File: src/hw/rtl/fbpa_pkg.sv
// Shared widths, codes and control structs of the fixed block pool allocator.
`default_nettype none

package fbpa_pkg;

   localparam int OFF_W      = 25;   // byte offset field
   localparam int SIZE_W     = 16;   // usable bytes per block register
   localparam int CNT_W      = 8;    // block_count register and counts
   localparam int STATUS_W   = 3;
   localparam int CSR_DATA_W = 16;
   localparam int CSR_IDX_W  = 1;

   localparam int ALIGN_W     = 3;
   localparam int ALIGN_BYTES = 8;
   localparam int ALIGN_MASK  = 7;

   localparam int STRIDE_W = SIZE_W + 1;
   localparam int DVD_W    = OFF_W - ALIGN_W;    // dividend, stride units of 8 bytes
   localparam int DSR_W    = STRIDE_W - ALIGN_W; // divisor
   localparam int DIV_STEP = 4;                  // quotient bits per cycle
   localparam int DIV_ITER = (DVD_W + DIV_STEP - 1) / DIV_STEP;
   localparam int QUO_W    = DIV_ITER * DIV_STEP;
   localparam int DCNT_W   = $clog2(DIV_ITER);

   localparam int GROUP_SIZE = 16;
   localparam int GLOC_W     = 4;

   localparam int RST_BLOCK_SIZE  = 64;
   localparam int RST_BLOCK_COUNT = 16;

   typedef enum logic {
      OP_ALLOC = 1'b0,
      OP_FREE  = 1'b1
   } op_type;

   typedef enum logic [STATUS_W-1:0] {
      ST_OK      = 3'd0,
      ST_EMPTY   = 3'd1,
      ST_NULL    = 3'd2,
      ST_INVALID = 3'd3,
      ST_DOUBLE  = 3'd4
   } status_type;

   typedef enum logic [CSR_IDX_W-1:0] {
      CSR_BLOCK_SIZE  = 1'b0,
      CSR_BLOCK_COUNT = 1'b1
   } csr_index_type;

   typedef struct packed {
      logic load;      // capture request, precheck free offset
      logic scan;      // per-group first-free search
      logic pick;      // group select and index * stride
      logic div_step;  // one divider iteration
      logic fin_alloc; // commit allocate, load response
      logic fin_free;  // commit free, load response
   } cmd_type;

   typedef struct packed {
      logic out_free;  // response register can take a new result
   } sts_type;

endpackage

`default_nettype wire

File: src/hw/rtl/fbpa_channels.sv
// Request and response channel interfaces of the pool allocator.
`default_nettype none

interface fbpa_req_if;
   logic                          valid;
   logic                          ready;
   logic                          operation;
   logic [fbpa_pkg::OFF_W-1:0]    free_offset;

   modport source (output valid, output operation, output free_offset, input ready);
   modport sink   (input valid, input operation, input free_offset, output ready);
endinterface

interface fbpa_rsp_if;
   logic                          valid;
   logic                          ready;
   logic [fbpa_pkg::STATUS_W-1:0] status;
   logic [fbpa_pkg::OFF_W-1:0]    block_offset;
   logic [fbpa_pkg::CNT_W-1:0]    free_blocks;

   modport source (output valid, output status, output block_offset, output free_blocks,
                   input ready);
   modport sink   (input valid, input status, input block_offset, input free_blocks,
                   output ready);
endinterface

`default_nettype wire

File: src/hw/rtl/fbpa_ctrl.sv
// Sequencer of the pool allocator: request intake, search and divide steps.
`default_nettype none

module fbpa_ctrl (
   input  wire logic              clock,
   input  wire logic              reset,
   input  wire logic              req_valid,
   input  wire logic              req_free,
   output logic                   req_ready,
   input  wire fbpa_pkg::sts_type sts,
   output fbpa_pkg::cmd_type      cmd
);

   typedef enum logic [2:0] {
      S_IDLE,
      S_SCAN,
      S_PICK,
      S_FIN_ALLOC,
      S_DIV,
      S_FIN_FREE
   } state_type;

   state_type                    state_ff, state_in;
   logic [fbpa_pkg::DCNT_W-1:0]  div_cnt_ff, div_cnt_in;
   logic                         accept;
   logic                         div_last;

   assign req_ready = (state_ff == S_IDLE);
   assign accept    = req_valid && req_ready;
   assign div_last  = (div_cnt_ff == fbpa_pkg::DCNT_W'(fbpa_pkg::DIV_ITER - 1));

   always_comb begin
      state_in   = state_ff;
      div_cnt_in = div_cnt_ff;
      cmd        = '0;
      case (state_ff)
         S_IDLE: begin
            if (accept) begin
               cmd.load   = 1'b1;
               div_cnt_in = '0;
               state_in   = req_free ? S_DIV : S_SCAN;
            end
         end
         S_SCAN: begin
            cmd.scan = 1'b1;
            state_in = S_PICK;
         end
         S_PICK: begin
            cmd.pick = 1'b1;
            state_in = S_FIN_ALLOC;
         end
         S_FIN_ALLOC: begin
            if (sts.out_free) begin
               cmd.fin_alloc = 1'b1;
               state_in      = S_IDLE;
            end
         end
         S_DIV: begin
            cmd.div_step = 1'b1;
            if (div_last) begin
               div_cnt_in = '0;
               state_in   = S_FIN_FREE;
            end else begin
               div_cnt_in = div_cnt_ff + 1'b1;
            end
         end
         S_FIN_FREE: begin
            if (sts.out_free) begin
               cmd.fin_free = 1'b1;
               state_in     = S_IDLE;
            end
         end
         default: begin
            state_in   = S_IDLE;
            div_cnt_in = '0;
         end
      endcase
   end

   always_ff @(posedge clock) begin
      if (reset) begin
         state_ff   <= S_IDLE;
         div_cnt_ff <= '0;
      end else begin
         state_ff   <= state_in;
         div_cnt_ff <= div_cnt_in;
      end
   end

`ifndef SYNTHESIS
   a_accept_leaves_idle: assert property (@(posedge clock) disable iff (reset)
      (req_valid && req_ready) |=> (state_ff != S_IDLE))
      else $error("accepted request did not start work");

   a_div_cnt_only_in_div: assert property (@(posedge clock) disable iff (reset)
      (div_cnt_ff != '0) |-> (state_ff == S_DIV))
      else $error("divide counter running outside divide");
`endif

endmodule

`default_nettype wire

File: src/hw/rtl/fbpa_dpath.sv
// Datapath of the pool allocator: block map, search tree, divider, response.
`default_nettype none

module fbpa_dpath #(
   parameter int MAX_BLOCKS   = 256,
   parameter int NODE_BYTES   = 16,
   parameter int HEADER_BYTES = 24
) (
   input  wire logic                             clock,
   input  wire logic                             reset,
   input  wire logic                             csr_we,
   input  wire logic [fbpa_pkg::CSR_IDX_W-1:0]   csr_index,
   input  wire logic [fbpa_pkg::CSR_DATA_W-1:0]  csr_wdata,
   input  wire logic [fbpa_pkg::OFF_W-1:0]       req_free_offset,
   input  wire fbpa_pkg::cmd_type                cmd,
   output fbpa_pkg::sts_type                     sts,
   fbpa_rsp_if.source                            rsp_if
);

   localparam int IDX_W      = (MAX_BLOCKS > 1) ? $clog2(MAX_BLOCKS) : 1;
   localparam int NGRP       = (MAX_BLOCKS + fbpa_pkg::GROUP_SIZE - 1) / fbpa_pkg::GROUP_SIZE;
   localparam int PAD_BLOCKS = NGRP * fbpa_pkg::GROUP_SIZE;
   localparam int BASE       = HEADER_BYTES + NODE_BYTES;
   localparam int STRIDE_RST = (fbpa_pkg::RST_BLOCK_SIZE + NODE_BYTES + fbpa_pkg::ALIGN_MASK)
                               / fbpa_pkg::ALIGN_BYTES * fbpa_pkg::ALIGN_BYTES;
   localparam int COUNT_RST  = (fbpa_pkg::RST_BLOCK_COUNT > MAX_BLOCKS) ?
                               MAX_BLOCKS : fbpa_pkg::RST_BLOCK_COUNT;
   localparam int PROD_W     = IDX_W + fbpa_pkg::STRIDE_W;

   // configuration
   logic [fbpa_pkg::STRIDE_W-1:0]  stride_ff, stride_in;
   logic [fbpa_pkg::CNT_W-1:0]     count_ff, count_in;
   logic [fbpa_pkg::STRIDE_W-1:0]  stride_sum;
   logic [fbpa_pkg::CNT_W-1:0]     wr_count;

   // block map
   logic [MAX_BLOCKS-1:0]          in_use_ff, in_use_in;
   logic [fbpa_pkg::CNT_W-1:0]     used_ff, used_in;

   // allocate search
   logic [PAD_BLOCKS-1:0]          in_use_pad;
   logic [PAD_BLOCKS-1:0]          cand;
   logic [NGRP-1:0]                grp_hit_ff, grp_hit_in;
   logic [fbpa_pkg::GLOC_W-1:0]    grp_loc_ff [NGRP];
   logic [fbpa_pkg::GLOC_W-1:0]    grp_loc_in [NGRP];
   logic                           found_ff, found_in;
   logic [IDX_W-1:0]               idx_ff, idx_in;
   logic [PROD_W-1:0]              prod_ff;
   int                             pick_pos;

   // free check and divider
   logic [fbpa_pkg::OFF_W-1:0]     rel;
   logic                           is_null_ff;
   logic                           bad_ff;
   logic [fbpa_pkg::QUO_W-1:0]     quo_ff, quo_in;
   logic [fbpa_pkg::DSR_W-1:0]     rem_ff, rem_in;
   logic [fbpa_pkg::DSR_W-1:0]     dsr;
   logic [fbpa_pkg::DSR_W:0]       trial;
   logic                           ge;

   // response
   logic                           rsp_valid_ff, rsp_valid_in;
   fbpa_pkg::status_type           status_ff, status_in;
   logic [fbpa_pkg::OFF_W-1:0]     offset_ff, offset_in;
   logic [fbpa_pkg::CNT_W-1:0]     free_ff, free_in;
   logic                           idx_ok;
   logic [IDX_W-1:0]               free_idx;

   // ---- configuration ----
   assign stride_sum = fbpa_pkg::STRIDE_W'(csr_wdata[fbpa_pkg::SIZE_W-1:0])
                     + fbpa_pkg::STRIDE_W'(NODE_BYTES + fbpa_pkg::ALIGN_MASK);
   assign wr_count   = csr_wdata[fbpa_pkg::CNT_W-1:0];

   always_comb begin
      stride_in = stride_ff;
      count_in  = count_ff;
      if (csr_we) begin
         case (fbpa_pkg::csr_index_type'(csr_index))
            fbpa_pkg::CSR_BLOCK_SIZE: begin
               stride_in = {stride_sum[fbpa_pkg::STRIDE_W-1:fbpa_pkg::ALIGN_W],
                            fbpa_pkg::ALIGN_W'(0)};
            end
            fbpa_pkg::CSR_BLOCK_COUNT: begin
               count_in = (int'(wr_count) > MAX_BLOCKS) ?
                          fbpa_pkg::CNT_W'(MAX_BLOCKS) : wr_count;
            end
            default: begin
               stride_in = stride_ff;
            end
         endcase
      end
   end

   // ---- allocate: first-free search, two registered levels ----
   assign in_use_pad = PAD_BLOCKS'(in_use_ff);

   always_comb begin
      for (int j = 0; j < PAD_BLOCKS; j++) begin
         cand[j] = !in_use_pad[j] && (j < int'(count_ff));
      end
      for (int g = 0; g < NGRP; g++) begin
         grp_hit_in[g] = |cand[g*fbpa_pkg::GROUP_SIZE +: fbpa_pkg::GROUP_SIZE];
         grp_loc_in[g] = '0;
         for (int k = fbpa_pkg::GROUP_SIZE - 1; k >= 0; k--) begin
            if (cand[g*fbpa_pkg::GROUP_SIZE + k]) begin
               grp_loc_in[g] = fbpa_pkg::GLOC_W'(k);
            end
         end
      end
   end

   always_comb begin
      found_in = 1'b0;
      pick_pos = 0;
      for (int g = NGRP - 1; g >= 0; g--) begin
         if (grp_hit_ff[g]) begin
            found_in = 1'b1;
            pick_pos = g * fbpa_pkg::GROUP_SIZE + int'(grp_loc_ff[g]);
         end
      end
      idx_in = IDX_W'(pick_pos);
   end

   // ---- free: offset precheck and restoring divide by stride/8 ----
   assign rel = req_free_offset - fbpa_pkg::OFF_W'(BASE);
   assign dsr = stride_ff[fbpa_pkg::STRIDE_W-1:fbpa_pkg::ALIGN_W];

   always_comb begin
      quo_in = quo_ff;
      rem_in = rem_ff;
      trial  = '0;
      ge     = 1'b0;
      for (int s = 0; s < fbpa_pkg::DIV_STEP; s++) begin
         trial = {rem_in, quo_in[fbpa_pkg::QUO_W-1]};
         ge    = (trial >= {1'b0, dsr});
         if (ge) begin
            trial = trial - {1'b0, dsr};
         end
         rem_in = trial[fbpa_pkg::DSR_W-1:0];
         quo_in = {quo_in[fbpa_pkg::QUO_W-2:0], ge};
      end
   end

   // ---- commit and response ----
   assign idx_ok   = (quo_ff < fbpa_pkg::QUO_W'(count_ff));
   assign free_idx = quo_ff[IDX_W-1:0];

   always_comb begin
      in_use_in = in_use_ff;
      used_in   = used_ff;
      status_in = status_ff;
      offset_in = offset_ff;
      if (cmd.fin_alloc) begin
         offset_in = '0;
         if (found_ff) begin
            in_use_in[idx_ff] = 1'b1;
            used_in           = used_ff + 1'b1;
            status_in         = fbpa_pkg::ST_OK;
            offset_in         = fbpa_pkg::OFF_W'(prod_ff + PROD_W'(BASE));
         end else begin
            status_in = fbpa_pkg::ST_EMPTY;
         end
      end else if (cmd.fin_free) begin
         offset_in = '0;
         if (is_null_ff) begin
            status_in = fbpa_pkg::ST_NULL;
         end else if (bad_ff || (rem_ff != '0) || !idx_ok) begin
            status_in = fbpa_pkg::ST_INVALID;
         end else if (!in_use_ff[free_idx]) begin
            status_in = fbpa_pkg::ST_DOUBLE;
         end else begin
            in_use_in[free_idx] = 1'b0;
            used_in             = (used_ff != '0) ? used_ff - 1'b1 : '0;
            status_in           = fbpa_pkg::ST_OK;
         end
      end
      // any register write rebuilds the pool
      if (csr_we) begin
         in_use_in = '0;
         used_in   = '0;
      end
      free_in = (count_ff > used_in) ? count_ff - used_in : '0;
   end

   assign sts.out_free = !rsp_valid_ff || rsp_if.ready;
   assign rsp_valid_in = (cmd.fin_alloc || cmd.fin_free) || (rsp_valid_ff && !rsp_if.ready);

   always_ff @(posedge clock) begin
      if (reset) begin
         stride_ff    <= fbpa_pkg::STRIDE_W'(STRIDE_RST);
         count_ff     <= fbpa_pkg::CNT_W'(COUNT_RST);
         in_use_ff    <= '0;
         used_ff      <= '0;
         rsp_valid_ff <= 1'b0;
      end else begin
         stride_ff    <= stride_in;
         count_ff     <= count_in;
         in_use_ff    <= in_use_in;
         used_ff      <= used_in;
         rsp_valid_ff <= rsp_valid_in;
      end
   end

   always_ff @(posedge clock) begin
      if (cmd.scan) begin
         grp_hit_ff <= grp_hit_in;
         grp_loc_ff <= grp_loc_in;
      end
      if (cmd.pick) begin
         found_ff <= found_in;
         idx_ff   <= idx_in;
         prod_ff  <= PROD_W'(idx_in) * PROD_W'(stride_ff);
      end
      if (cmd.load) begin
         is_null_ff <= (req_free_offset == '0);
         bad_ff     <= (req_free_offset < fbpa_pkg::OFF_W'(BASE))
                    || (rel[fbpa_pkg::ALIGN_W-1:0] != '0);
         quo_ff     <= fbpa_pkg::QUO_W'(rel[fbpa_pkg::OFF_W-1:fbpa_pkg::ALIGN_W]);
         rem_ff     <= '0;
      end else if (cmd.div_step) begin
         quo_ff <= quo_in;
         rem_ff <= rem_in;
      end
      if (cmd.fin_alloc || cmd.fin_free) begin
         status_ff <= status_in;
         offset_ff <= offset_in;
         free_ff   <= free_in;
      end
   end

   assign rsp_if.valid        = rsp_valid_ff;
   assign rsp_if.status       = status_ff;
   assign rsp_if.block_offset = offset_ff;
   assign rsp_if.free_blocks  = free_ff;

`ifndef SYNTHESIS
   a_used_matches_map: assert property (@(posedge clock) disable iff (reset)
      $countones(in_use_ff) == int'(used_ff))
      else $error("used count out of step with block map");

   a_used_within_pool: assert property (@(posedge clock) disable iff (reset)
      used_ff <= count_ff)
      else $error("more blocks in use than the pool holds");
`endif

endmodule

`default_nettype wire

File: src/hw/rtl/fixed_block_pool_allocator_core.sv
// Top level of the fixed-size block pool allocator.
//
//   channel  dir  transfer when          payload
//   req_if   in   valid && ready         operation, free_offset
//   rsp_if   out  valid && ready         status, block_offset, free_blocks
//   csr_*    in   csr_we high            csr_index, csr_wdata (no read-back)
//
// Allocate: the response follows the request transfer through group search,
//   group pick with index*stride, and commit.
// Free: the request transfer also does the offset precheck; the response then
//   follows through 6 divider steps at 4 quotient bits each, and commit.
// The restoring divider by stride/8 sets the free latency; one request is in
//   flight at a time.
// A new request is taken while the previous response still waits in the
//   output register; commit stalls only if that register is still full.
// Reset (synchronous) and any register write free every block.
`default_nettype none

module fixed_block_pool_allocator_core #(
   parameter int MAX_BLOCKS   = 256,
   parameter int NODE_BYTES   = 16,
   parameter int HEADER_BYTES = 24
) (
   input  wire logic                             clock,
   input  wire logic                             reset,
   fbpa_req_if.sink                              req_if,
   fbpa_rsp_if.source                            rsp_if,
   input  wire logic                             csr_we,
   input  wire logic [fbpa_pkg::CSR_IDX_W-1:0]   csr_index,
   input  wire logic [fbpa_pkg::CSR_DATA_W-1:0]  csr_wdata
);

   fbpa_pkg::cmd_type  cmd;   // sequencer -> datapath
   fbpa_pkg::sts_type  sts;   // datapath -> sequencer
   logic               ctrl_ready;
   logic               req_free;

   assign req_free     = (req_if.operation == fbpa_pkg::OP_FREE);
   assign req_if.ready = ctrl_ready;

   fbpa_ctrl u_ctrl (
      .clock     (clock),
      .reset     (reset),
      .req_valid (req_if.valid),
      .req_free  (req_free),
      .req_ready (ctrl_ready),
      .sts       (sts),
      .cmd       (cmd)
   );

   fbpa_dpath #(
      .MAX_BLOCKS   (MAX_BLOCKS),
      .NODE_BYTES   (NODE_BYTES),
      .HEADER_BYTES (HEADER_BYTES)
   ) u_dpath (
      .clock           (clock),
      .reset           (reset),
      .csr_we          (csr_we),
      .csr_index       (csr_index),
      .csr_wdata       (csr_wdata),
      .req_free_offset (req_if.free_offset),
      .cmd             (cmd),
      .sts             (sts),
      .rsp_if          (rsp_if)
   );

endmodule

`default_nettype wire

File: src/flat_wrapper.sv
// flat-port wrapper written by rule: the top's interface ports become plain ports
module fixed_block_pool_allocator_core_flat 
#(
   parameter int MAX_BLOCKS   = 256,
   parameter int NODE_BYTES   = 16,
   parameter int HEADER_BYTES = 24
)
  (clock, reset, csr_we, csr_index, csr_wdata, req_if_valid, req_if_operation, req_if_free_offset, req_if_ready, rsp_if_valid, rsp_if_status, rsp_if_block_offset, rsp_if_free_blocks, rsp_if_ready);
  fbpa_req_if req_if_i ();
  fbpa_rsp_if rsp_if_i ();
  input  wire logic clock;
  input  wire logic reset;
  input  wire logic csr_we;
  input  wire logic [fbpa_pkg::CSR_IDX_W-1:0] csr_index;
  input  wire logic [fbpa_pkg::CSR_DATA_W-1:0] csr_wdata;
  input wire logic [$bits(req_if_i.valid)-1:0] req_if_valid;
  input wire logic [$bits(req_if_i.operation)-1:0] req_if_operation;
  input wire logic [$bits(req_if_i.free_offset)-1:0] req_if_free_offset;
  output wire logic [$bits(req_if_i.ready)-1:0] req_if_ready;
  output wire logic [$bits(rsp_if_i.valid)-1:0] rsp_if_valid;
  output wire logic [$bits(rsp_if_i.status)-1:0] rsp_if_status;
  output wire logic [$bits(rsp_if_i.block_offset)-1:0] rsp_if_block_offset;
  output wire logic [$bits(rsp_if_i.free_blocks)-1:0] rsp_if_free_blocks;
  input wire logic [$bits(rsp_if_i.ready)-1:0] rsp_if_ready;
  assign req_if_i.valid = req_if_valid;
  assign req_if_i.operation = req_if_operation;
  assign req_if_i.free_offset = req_if_free_offset;
  assign req_if_ready = req_if_i.ready;
  assign rsp_if_valid = rsp_if_i.valid;
  assign rsp_if_status = rsp_if_i.status;
  assign rsp_if_block_offset = rsp_if_i.block_offset;
  assign rsp_if_free_blocks = rsp_if_i.free_blocks;
  assign rsp_if_i.ready = rsp_if_ready;
  fixed_block_pool_allocator_core #(.MAX_BLOCKS(MAX_BLOCKS), .NODE_BYTES(NODE_BYTES), .HEADER_BYTES(HEADER_BYTES)) u_core (.clock(clock), .reset(reset), .req_if(req_if_i), .rsp_if(rsp_if_i), .csr_we(csr_we), .csr_index(csr_index), .csr_wdata(csr_wdata));
endmodule
File: config.mk
export PLATFORM = sky130hd
export DESIGN_NAME = fixed_block_pool_allocator_core_flat
export DESIGN_NICKNAME = d
export VERILOG_FILES = /design/src/hw/rtl/fbpa_pkg.sv /design/src/hw/rtl/fbpa_channels.sv /design/src/hw/rtl/fbpa_ctrl.sv /design/src/hw/rtl/fbpa_dpath.sv /design/src/hw/rtl/fixed_block_pool_allocator_core.sv /design/src/flat_wrapper.sv
export SDC_FILE = /design/constraint.sdc
export NUM_CORES = 2
export LEC_CHECK = 0
export BUFFER_PORTS_ARGS = -buffer_cell sky130_fd_sc_hd__buf_2
export CORE_MARGIN = 8
export CORE_UTILIZATION = 58
export DETAILED_ROUTE_END_ITERATION = 6
export GPL_ROUTABILITY_DRIVEN = 0
export MAX_ROUTING_LAYER = met4
export PLACE_DENSITY = 0.78
export SLEW_MARGIN = 20
export SYNTH_ARGS = -nofsm -noshare
export SYNTH_HDL_FRONTEND = slang
export SYNTH_SLANG_ARGS = --single-unit
File: constraint.sdc
create_clock -name clock -period 10.05 [get_ports clock]
set_clock_uncertainty 0.15 [all_clocks]
set_input_delay 1.5075 -clock clock [delete_from_list [all_inputs] [get_ports clock]]
set_output_delay 1.5075 -clock clock [all_outputs]
set_load 0.005 [all_outputs]
# ---- After elaboration in Yosys (flattened, before gate mapping)
# Cells that the tools add are included.
dict set report word_totals {
  register_bits 480
  output_inout_bits 38
}
dict set report classes {
  addsub 26
  multipliers 1
  order_cmp 266
  n_eq_ne 12
  muxes 307
  bitwise_logic 5
  n_reduce_logical 605
}
# op n
set ops {}
lappend ops {{2-to-1 mux 256 bit} 6}
lappend ops {{less-than comparator 8 bit (first input constant)} 127}
lappend ops {{less-than comparator 7 x 8 -> 1 bit (first input constant)} 64}
lappend ops {{2-to-1 mux 4 bit} 127}
lappend ops {{logical AND 1 bit} 259}
lappend ops {{zero test 1 bit} 258}
lappend ops {{AND 256 bit} 1}
lappend ops {{less-than comparator 6 x 8 -> 1 bit (first input constant)} 32}
lappend ops {{NOT 256 bit} 1}
lappend ops {{OR 256 bit} 1}
lappend ops {{OR reduction 16 bit} 15}
lappend ops {{2-to-1 mux 3 bit} 75}
lappend ops {{2-to-1 mux 8 bit} 24}
lappend ops {{less-than comparator 5 x 8 -> 1 bit (first input constant)} 16}
lappend ops {{OR reduction 8 bit} 16}
lappend ops {{2-to-1 mux 25 bit} 3}
lappend ops {{OR reduction 4 bit} 17}
lappend ops {{adder 8 x 4 -> 8 bit (first input constant)} 8}
lappend ops {{less-than comparator 4 x 8 -> 1 bit (first input constant)} 8}
lappend ops {{2-to-1 mux 2 bit} 32}
lappend ops {{>= comparator 15 x 14 -> 1 bit} 4}
lappend ops {{2-to-1 mux 14 bit} 4}
lappend ops {{subtractor 14 bit} 4}
lappend ops {{2-to-1 mux 22 bit} 2}
lappend ops {{other kinds (42)} 118}

# ---- Logic depth before layout (Yosys ltp)
dict set report logic_depth {
  depth_word 18
  depth_mapped 45
  depth_no_buf 41
}

# ---- Modules after synthesis
# A second synthesis with hierarchy kept.
dict set report unflattened {
  hier_cells 4100
  hier_area_um2 33617.2
}
# module n_inst cells_per_inst area_per_inst_um2 seq_area_each_um2
set by_module_without_submodules {}
lappend by_module_without_submodules {fbpa_dpath 1 4057 33270.7 11110.7}
lappend by_module_without_submodules {fbpa_ctrl 1 43 346.6 120.1}

# ---- Worst setup path before layout
# OpenSTA, ideal clock, no wires.
dict set report synth_path {
  kind {register to register}
  startpoint {register u_core.u_dpath.stride_ff[12] in the netlist's numbering}
  endpoint {register u_core.u_dpath.rem_ff[6] in the netlist's numbering}
  setup_ns 0.087
  t_arrival_ns 9.427
  slack_ns 0.386
  stages_incl_launch_ff 41
  n_path_buf 6
  synth_period_minus_slack_ns 9.664
  path_cell_list {dfxtp_1 clkbuf_1 inv_1 ha_1 clkbuf_1 nand4b_1 nor4_1 nor2_1 nand3_1 clkbuf_1 mux2_2 ha_1 o21a_1 o31a_1 nor4_1 o31ai_1 a41oi_1 nand3_1 [... 5 more ...] o21ai_0 a21oi_1 o41a_1 a21oi_1 a211oi_1 a2111o_1 clkbuf_1 mux2_2 ha_1 or3_1 o221a_2 a2111oi_0 o21ai_0 o211a_1 a21oi_1 buf_2 a21oi_1 o31ai_1}
}
dict set report synth_between {
  elab_chain_len 8
  word_cells_on_any_way 12
}
# element line_no
set synth_rtl {}
lappend synth_rtl {{from (decl)} fbpa_dpath.sv:31} ;# logic [fbpa_pkg::STRIDE_W-1:0] stride_ff, stride_in;
lappend synth_rtl {{from (signal assigned)} fbpa_dpath.sv:190} ;# stride_ff <= fbpa_pkg::STRIDE_W'(STRIDE_RST);
lappend synth_rtl {{from (signal assigned)} fbpa_dpath.sv:196} ;# stride_ff <= stride_in;
lappend synth_rtl {{subtractor 14 bit / >= comparator 15 x 14 -> 1 bit (equally long branches)} {fbpa_dpath.sv:137, fbpa_dpath.sv:135}}
lappend synth_rtl {{2-to-1 mux 14 bit} fbpa_dpath.sv:136} ;# if (ge) begin
lappend synth_rtl {{>= comparator 15 x 14 -> 1 bit / subtractor 14 bit (equally long branches)} {fbpa_dpath.sv:135, fbpa_dpath.sv:137}}
lappend synth_rtl {{2-to-1 mux 14 bit} fbpa_dpath.sv:136}
lappend synth_rtl {{subtractor 14 bit / >= comparator 15 x 14 -> 1 bit (equally long branches)} {fbpa_dpath.sv:137, fbpa_dpath.sv:135}}
lappend synth_rtl {{2-to-1 mux 14 bit} fbpa_dpath.sv:136}
lappend synth_rtl {{subtractor 14 bit / >= comparator 15 x 14 -> 1 bit (equally long branches)} {fbpa_dpath.sv:137, fbpa_dpath.sv:135}}
lappend synth_rtl {{2-to-1 mux 14 bit (*)} fbpa_dpath.sv:136}
lappend synth_rtl {{to (signal assigned)} fbpa_dpath.sv:222} ;# rem_ff <= rem_in;
lappend synth_rtl {{to (decl)} fbpa_dpath.sv:56} ;# logic [fbpa_pkg::DSR_W-1:0] rem_ff, rem_in;
# Mark *: on every way between the ends. The rest lies on a longest branch, timed or not.
# A chain may end at the register's enable or synchronous reset.

# ---- Final worst setup path
dict set report layout_path {
  startpoint {register u_core.u_dpath.stride_ff[9] in the netlist's numbering}
  endpoint {register u_core.u_dpath.rem_ff[11] in the netlist's numbering}
}
dict set report layout_between {
  elab_chain_len 8
  word_cells_on_any_way 12
}
# element line_no
set layout_rtl {}
lappend layout_rtl {{subtractor 14 bit / >= comparator 15 x 14 -> 1 bit (equally long branches)} {fbpa_dpath.sv:137, fbpa_dpath.sv:135}}
lappend layout_rtl {{2-to-1 mux 14 bit} fbpa_dpath.sv:136}
lappend layout_rtl {{subtractor 14 bit / >= comparator 15 x 14 -> 1 bit (equally long branches)} {fbpa_dpath.sv:137, fbpa_dpath.sv:135}}
lappend layout_rtl {{2-to-1 mux 14 bit} fbpa_dpath.sv:136}
lappend layout_rtl {{subtractor 14 bit / >= comparator 15 x 14 -> 1 bit (equally long branches)} {fbpa_dpath.sv:137, fbpa_dpath.sv:135}}
lappend layout_rtl {{2-to-1 mux 14 bit} fbpa_dpath.sv:136}
lappend layout_rtl {{subtractor 14 bit / >= comparator 15 x 14 -> 1 bit (equally long branches)} {fbpa_dpath.sv:137, fbpa_dpath.sv:135}}
lappend layout_rtl {{2-to-1 mux 14 bit (*)} fbpa_dpath.sv:136}
# Marks and branches as above.

==> metrics.csv <==
metric,value,unit
status,"finished, violations left",
violations in the final reports,DRC,
number of buffers inserted by post-CTS setup repair,0,
count of vias placed by the detailed router,35100,
Filler Cells Inserted,4974,
number of global-route vias before repair,32900,
CORE AREA,58800,µm²
biggest area contributors in the synthesized netlist,"sky130_fd_sc_hd__dfxtp_1, sky130_fd_sc_hd__edfxtp_1, sky130_fd_sc_hd__nand2_1",
total clock buffers created by CTS,55,
finished layout cell area,37500,µm²
Post-Place Cell Area,35400,µm²
"commonest non-fill, non-tap cell in the layout",sky130_fd_sc_hd__nand2_1,
number of rows created at floorplan,89,
buffers added on ports,82,
cell with the most instances on the worst path,sky130_fd_sc_hd__ha_1,
fraction of final layout cells sized beyond drive strength 1,0.108,
launch instance of the worst register-to-register path,u_core.u_dpath.stride_ff[9],
kind of path behind the tightest hold check,flip-flop to flip-flop,
largest net degree at the start of global routing,97,
area share of the leading cell type in the synthesized netlist,0.180,
number of endpoints failing setup at the final stage,0,
DR pass1 iterations,7,
HPWL Detailed,88500,µm
tightest hold margin,336,ps
most frequent cells in the layout,"sky130_fd_sc_hd__nand2_1, sky130_fd_sc_hd__a21oi_1, sky130_fd_sc_hd__nor2_1",
overall power,0.0153,W
width of the die,259,µm
TritonCTS clock tree,done,
kind of critical path,flip-flop to flip-flop,
highest net fanout along the worst path,11,
total grt overflow,0,
net total in the final layout,4402,
Multi-input gate area,21500,µm²
H-tree depth,2,
sort of element at the end of the critical path,flip-flop,
final-report max-slew violation count,0,
transition time at the pin with the least slew margin,1270,ps
Die Outline Area,67300,µm²
crit path launch type,flip-flop,
post-synthesis instance total,4182,
clk_lat worst skew,680,ps
area grow syn2layout,8.98,%
GRT Resource Usage Total,0.388,
number of warnings printed during yosys synthesis,0,
Achievable Freq,0.105,GHz
Worst Setup SP,u_core.u_dpath.stride_ff[9],
number of flops mapped to enable cells by yosys,168,
Setup Total Neg Slack,0,ps
reported leakage power,13.8,nW
number of design-rule violations left by the first detailed-router iteration,6338,
relative slew slack,0.153,
storage element area,11200,µm²
Avg Vias per Cell,7.04,
Max-Cap Viols,0,
average wire length per cell after detail routing,26.4,µm
Max Buffers Root-to-Sink,3,
CP max-delay cell,sky130_fd_sc_hd__dfxtp_1,
CTS root buf,sky130_fd_sc_hd__clkbuf_16,
post-synth design cell area,34400,µm²
clock transition at the register clock pins on the worst setup and hold paths after CTS,60,ps
total DRC errors in the routed layout,250,
async set-or-reset flop fraction in the synthesized netlist,0,
average cell area after synthesis,8.22,µm²
I/O pin cnt,86,
unique cell type count in the Yosys netlist,87,
final hold violation count,0,
"Seq/Total Area, Yosys",0.327,
number of synthesized register bits,477,
"Period Utilization, post-route",0.944,
TritonCTS Sinks,477,
utilization of the core after routing,0.637,
die height,259,µm
worst hold path startpoint,u_core.u_dpath.quo_ff[22],
Final Routed Wirelength,131000,µm
DRT antenna net count,0,
top flip-flop cell by instance count after synthesis,sky130_fd_sc_hd__dfxtp_1,
P per Cell Area,409,nW/µm²
cell type with the highest aggregate area in the netlist,sky130_fd_sc_hd__dfxtp_1,
Required @ worst endpoint,10490,ps
starting utilization of the core area,0.585,
global-route wire length before repair,196000,µm
"Arr. time, crit path",9920,ps
minimum period implied by the final worst setup slack,9490,ps
Worst VDD drop,1.39,mV
Critical Path Max Stage Delay,450,ps
initial antenna violation count,8,
-- kinds of logic (layout without fill, tap and decap cells) --
| kind of cell | count (synthesis) | in the layout | synth area share |
|---|---|---|---|
| AO/OA/AOI/OAI | 1244 | 1244 | 0.231 |
| adder cells (fa/ha/maj) | 195 | 195 | 0.0878 |
| AND/OR/NAND/NOR | 1586 | 1586 | 0.207 |
| buffers and inverters | 451 | 473 | 0.0541 |
| flip-flops | 477 | 477 | 0.327 |
| XOR/XNOR | 103 | 103 | 0.0262 |
| other | 1 | 11 | 0.000109 |
| multiplexers | 125 | 125 | 0.0675 |
-- final cells by class --
class | count | area share
well taps | 773 | 0.0258
flip-flops and latches | 477 | 0.300
clock inverters | 24 | 0.00791
inverters | 197 | 0.0197
clock buffers | 80 | 0.0420
repair buffers | 172 | 0.0297
multi-input cells | 3256 | 0.574
diodes | 8 | 0.000534
-- cell usage after synthesis, types with 82 or more instances --
library cell	count
sky130_fd_sc_hd__inv_1	196
sky130_fd_sc_hd__nand2_1	623
sky130_fd_sc_hd__ha_1	118
sky130_fd_sc_hd__nand3_1	82
sky130_fd_sc_hd__nor2_1	448
sky130_fd_sc_hd__edfxtp_1	168
sky130_fd_sc_hd__mux4_2	82
sky130_fd_sc_hd__a32o_1	129
sky130_fd_sc_hd__a21oi_1	446
sky130_fd_sc_hd__dfxtp_1	309
sky130_fd_sc_hd__o21ai_0	263
sky130_fd_sc_hd__clkbuf_1	199
sky130_fd_sc_hd__nor3_1	90
-- flip-flops by register name (all words and copies together), names as in the netlist, 3 cells and up --
register	cells
u_core.u_ctrl.div_cnt_ff	3
u_core.u_ctrl.state_ff	3
u_core.u_dpath.count_ff	8
u_core.u_dpath.grp_hit_ff	16
u_core.u_dpath.grp_loc_ff	64
u_core.u_dpath.idx_ff	8
u_core.u_dpath.in_use_ff	256
u_core.u_dpath.prod_ff	22
u_core.u_dpath.quo_ff	24
u_core.u_dpath.rem_ff	14
u_core.u_dpath.rsp_if.block_offset	22
u_core.u_dpath.rsp_if.free_blocks	8
u_core.u_dpath.rsp_if.status	3
u_core.u_dpath.stride_ff	14
u_core.u_dpath.used_ff	8
-- timing repair --
action,4_1_cts,5_1_grt
resized for setup,2,20
pin swaps,0,1
hold buffers,0,0
endpoints found under the setup margin,8,15
gates cloned,0,0
-- per-layer routing --
layer | track usage | wire length (µm)
met1 | 0.450 | 44600
met2 | 0.552 | 54600
met3 | 0.155 | 20500
met4 | 0.259 | 11700
met5 | - | 0
-- power breakdown --
part           internal (W)  switching, W  total (W)
logic               0.00420       0.00647     0.0107
registers           0.00234      0.000186    0.00252
clock network       0.00124      0.000883    0.00212
total               0.00778       0.00754     0.0153
-- path summary, 6_finish.rpt --
check / cells after the start / slack, ps / endpoint
max: 36 / 560 / u_core.u_dpath.rem_ff[11]
min: 2 / 340 / u_core.u_dpath.quo_ff[22]
max reg2reg: 36 / 560 / u_core.u_dpath.rem_ff[11]
min reg2reg: 2 / 340 / u_core.u_dpath.quo_ff[22]
-- worst max-delay path, delay by kind of cell (launching register included) --
kind	cells	cell delay, ps
buffers and inverters	4	760
AOI/OAI and AO/OA	17	3880
adders and majority gates	4	1370
muxes	3	890
and+or+nand+nor	8	1920
DFF	1	450
-- stage by stage --
stage,cells,setup slack (ps)
5_1_grt,4986,-23.0
2_1_floorplan,4184,386
3_5_place_dp,4871,45.3
4_1_cts,4975,69.8
3_3_place_gp,4871,217
6_report,4987,565
(Power assumes the default switching activity.)
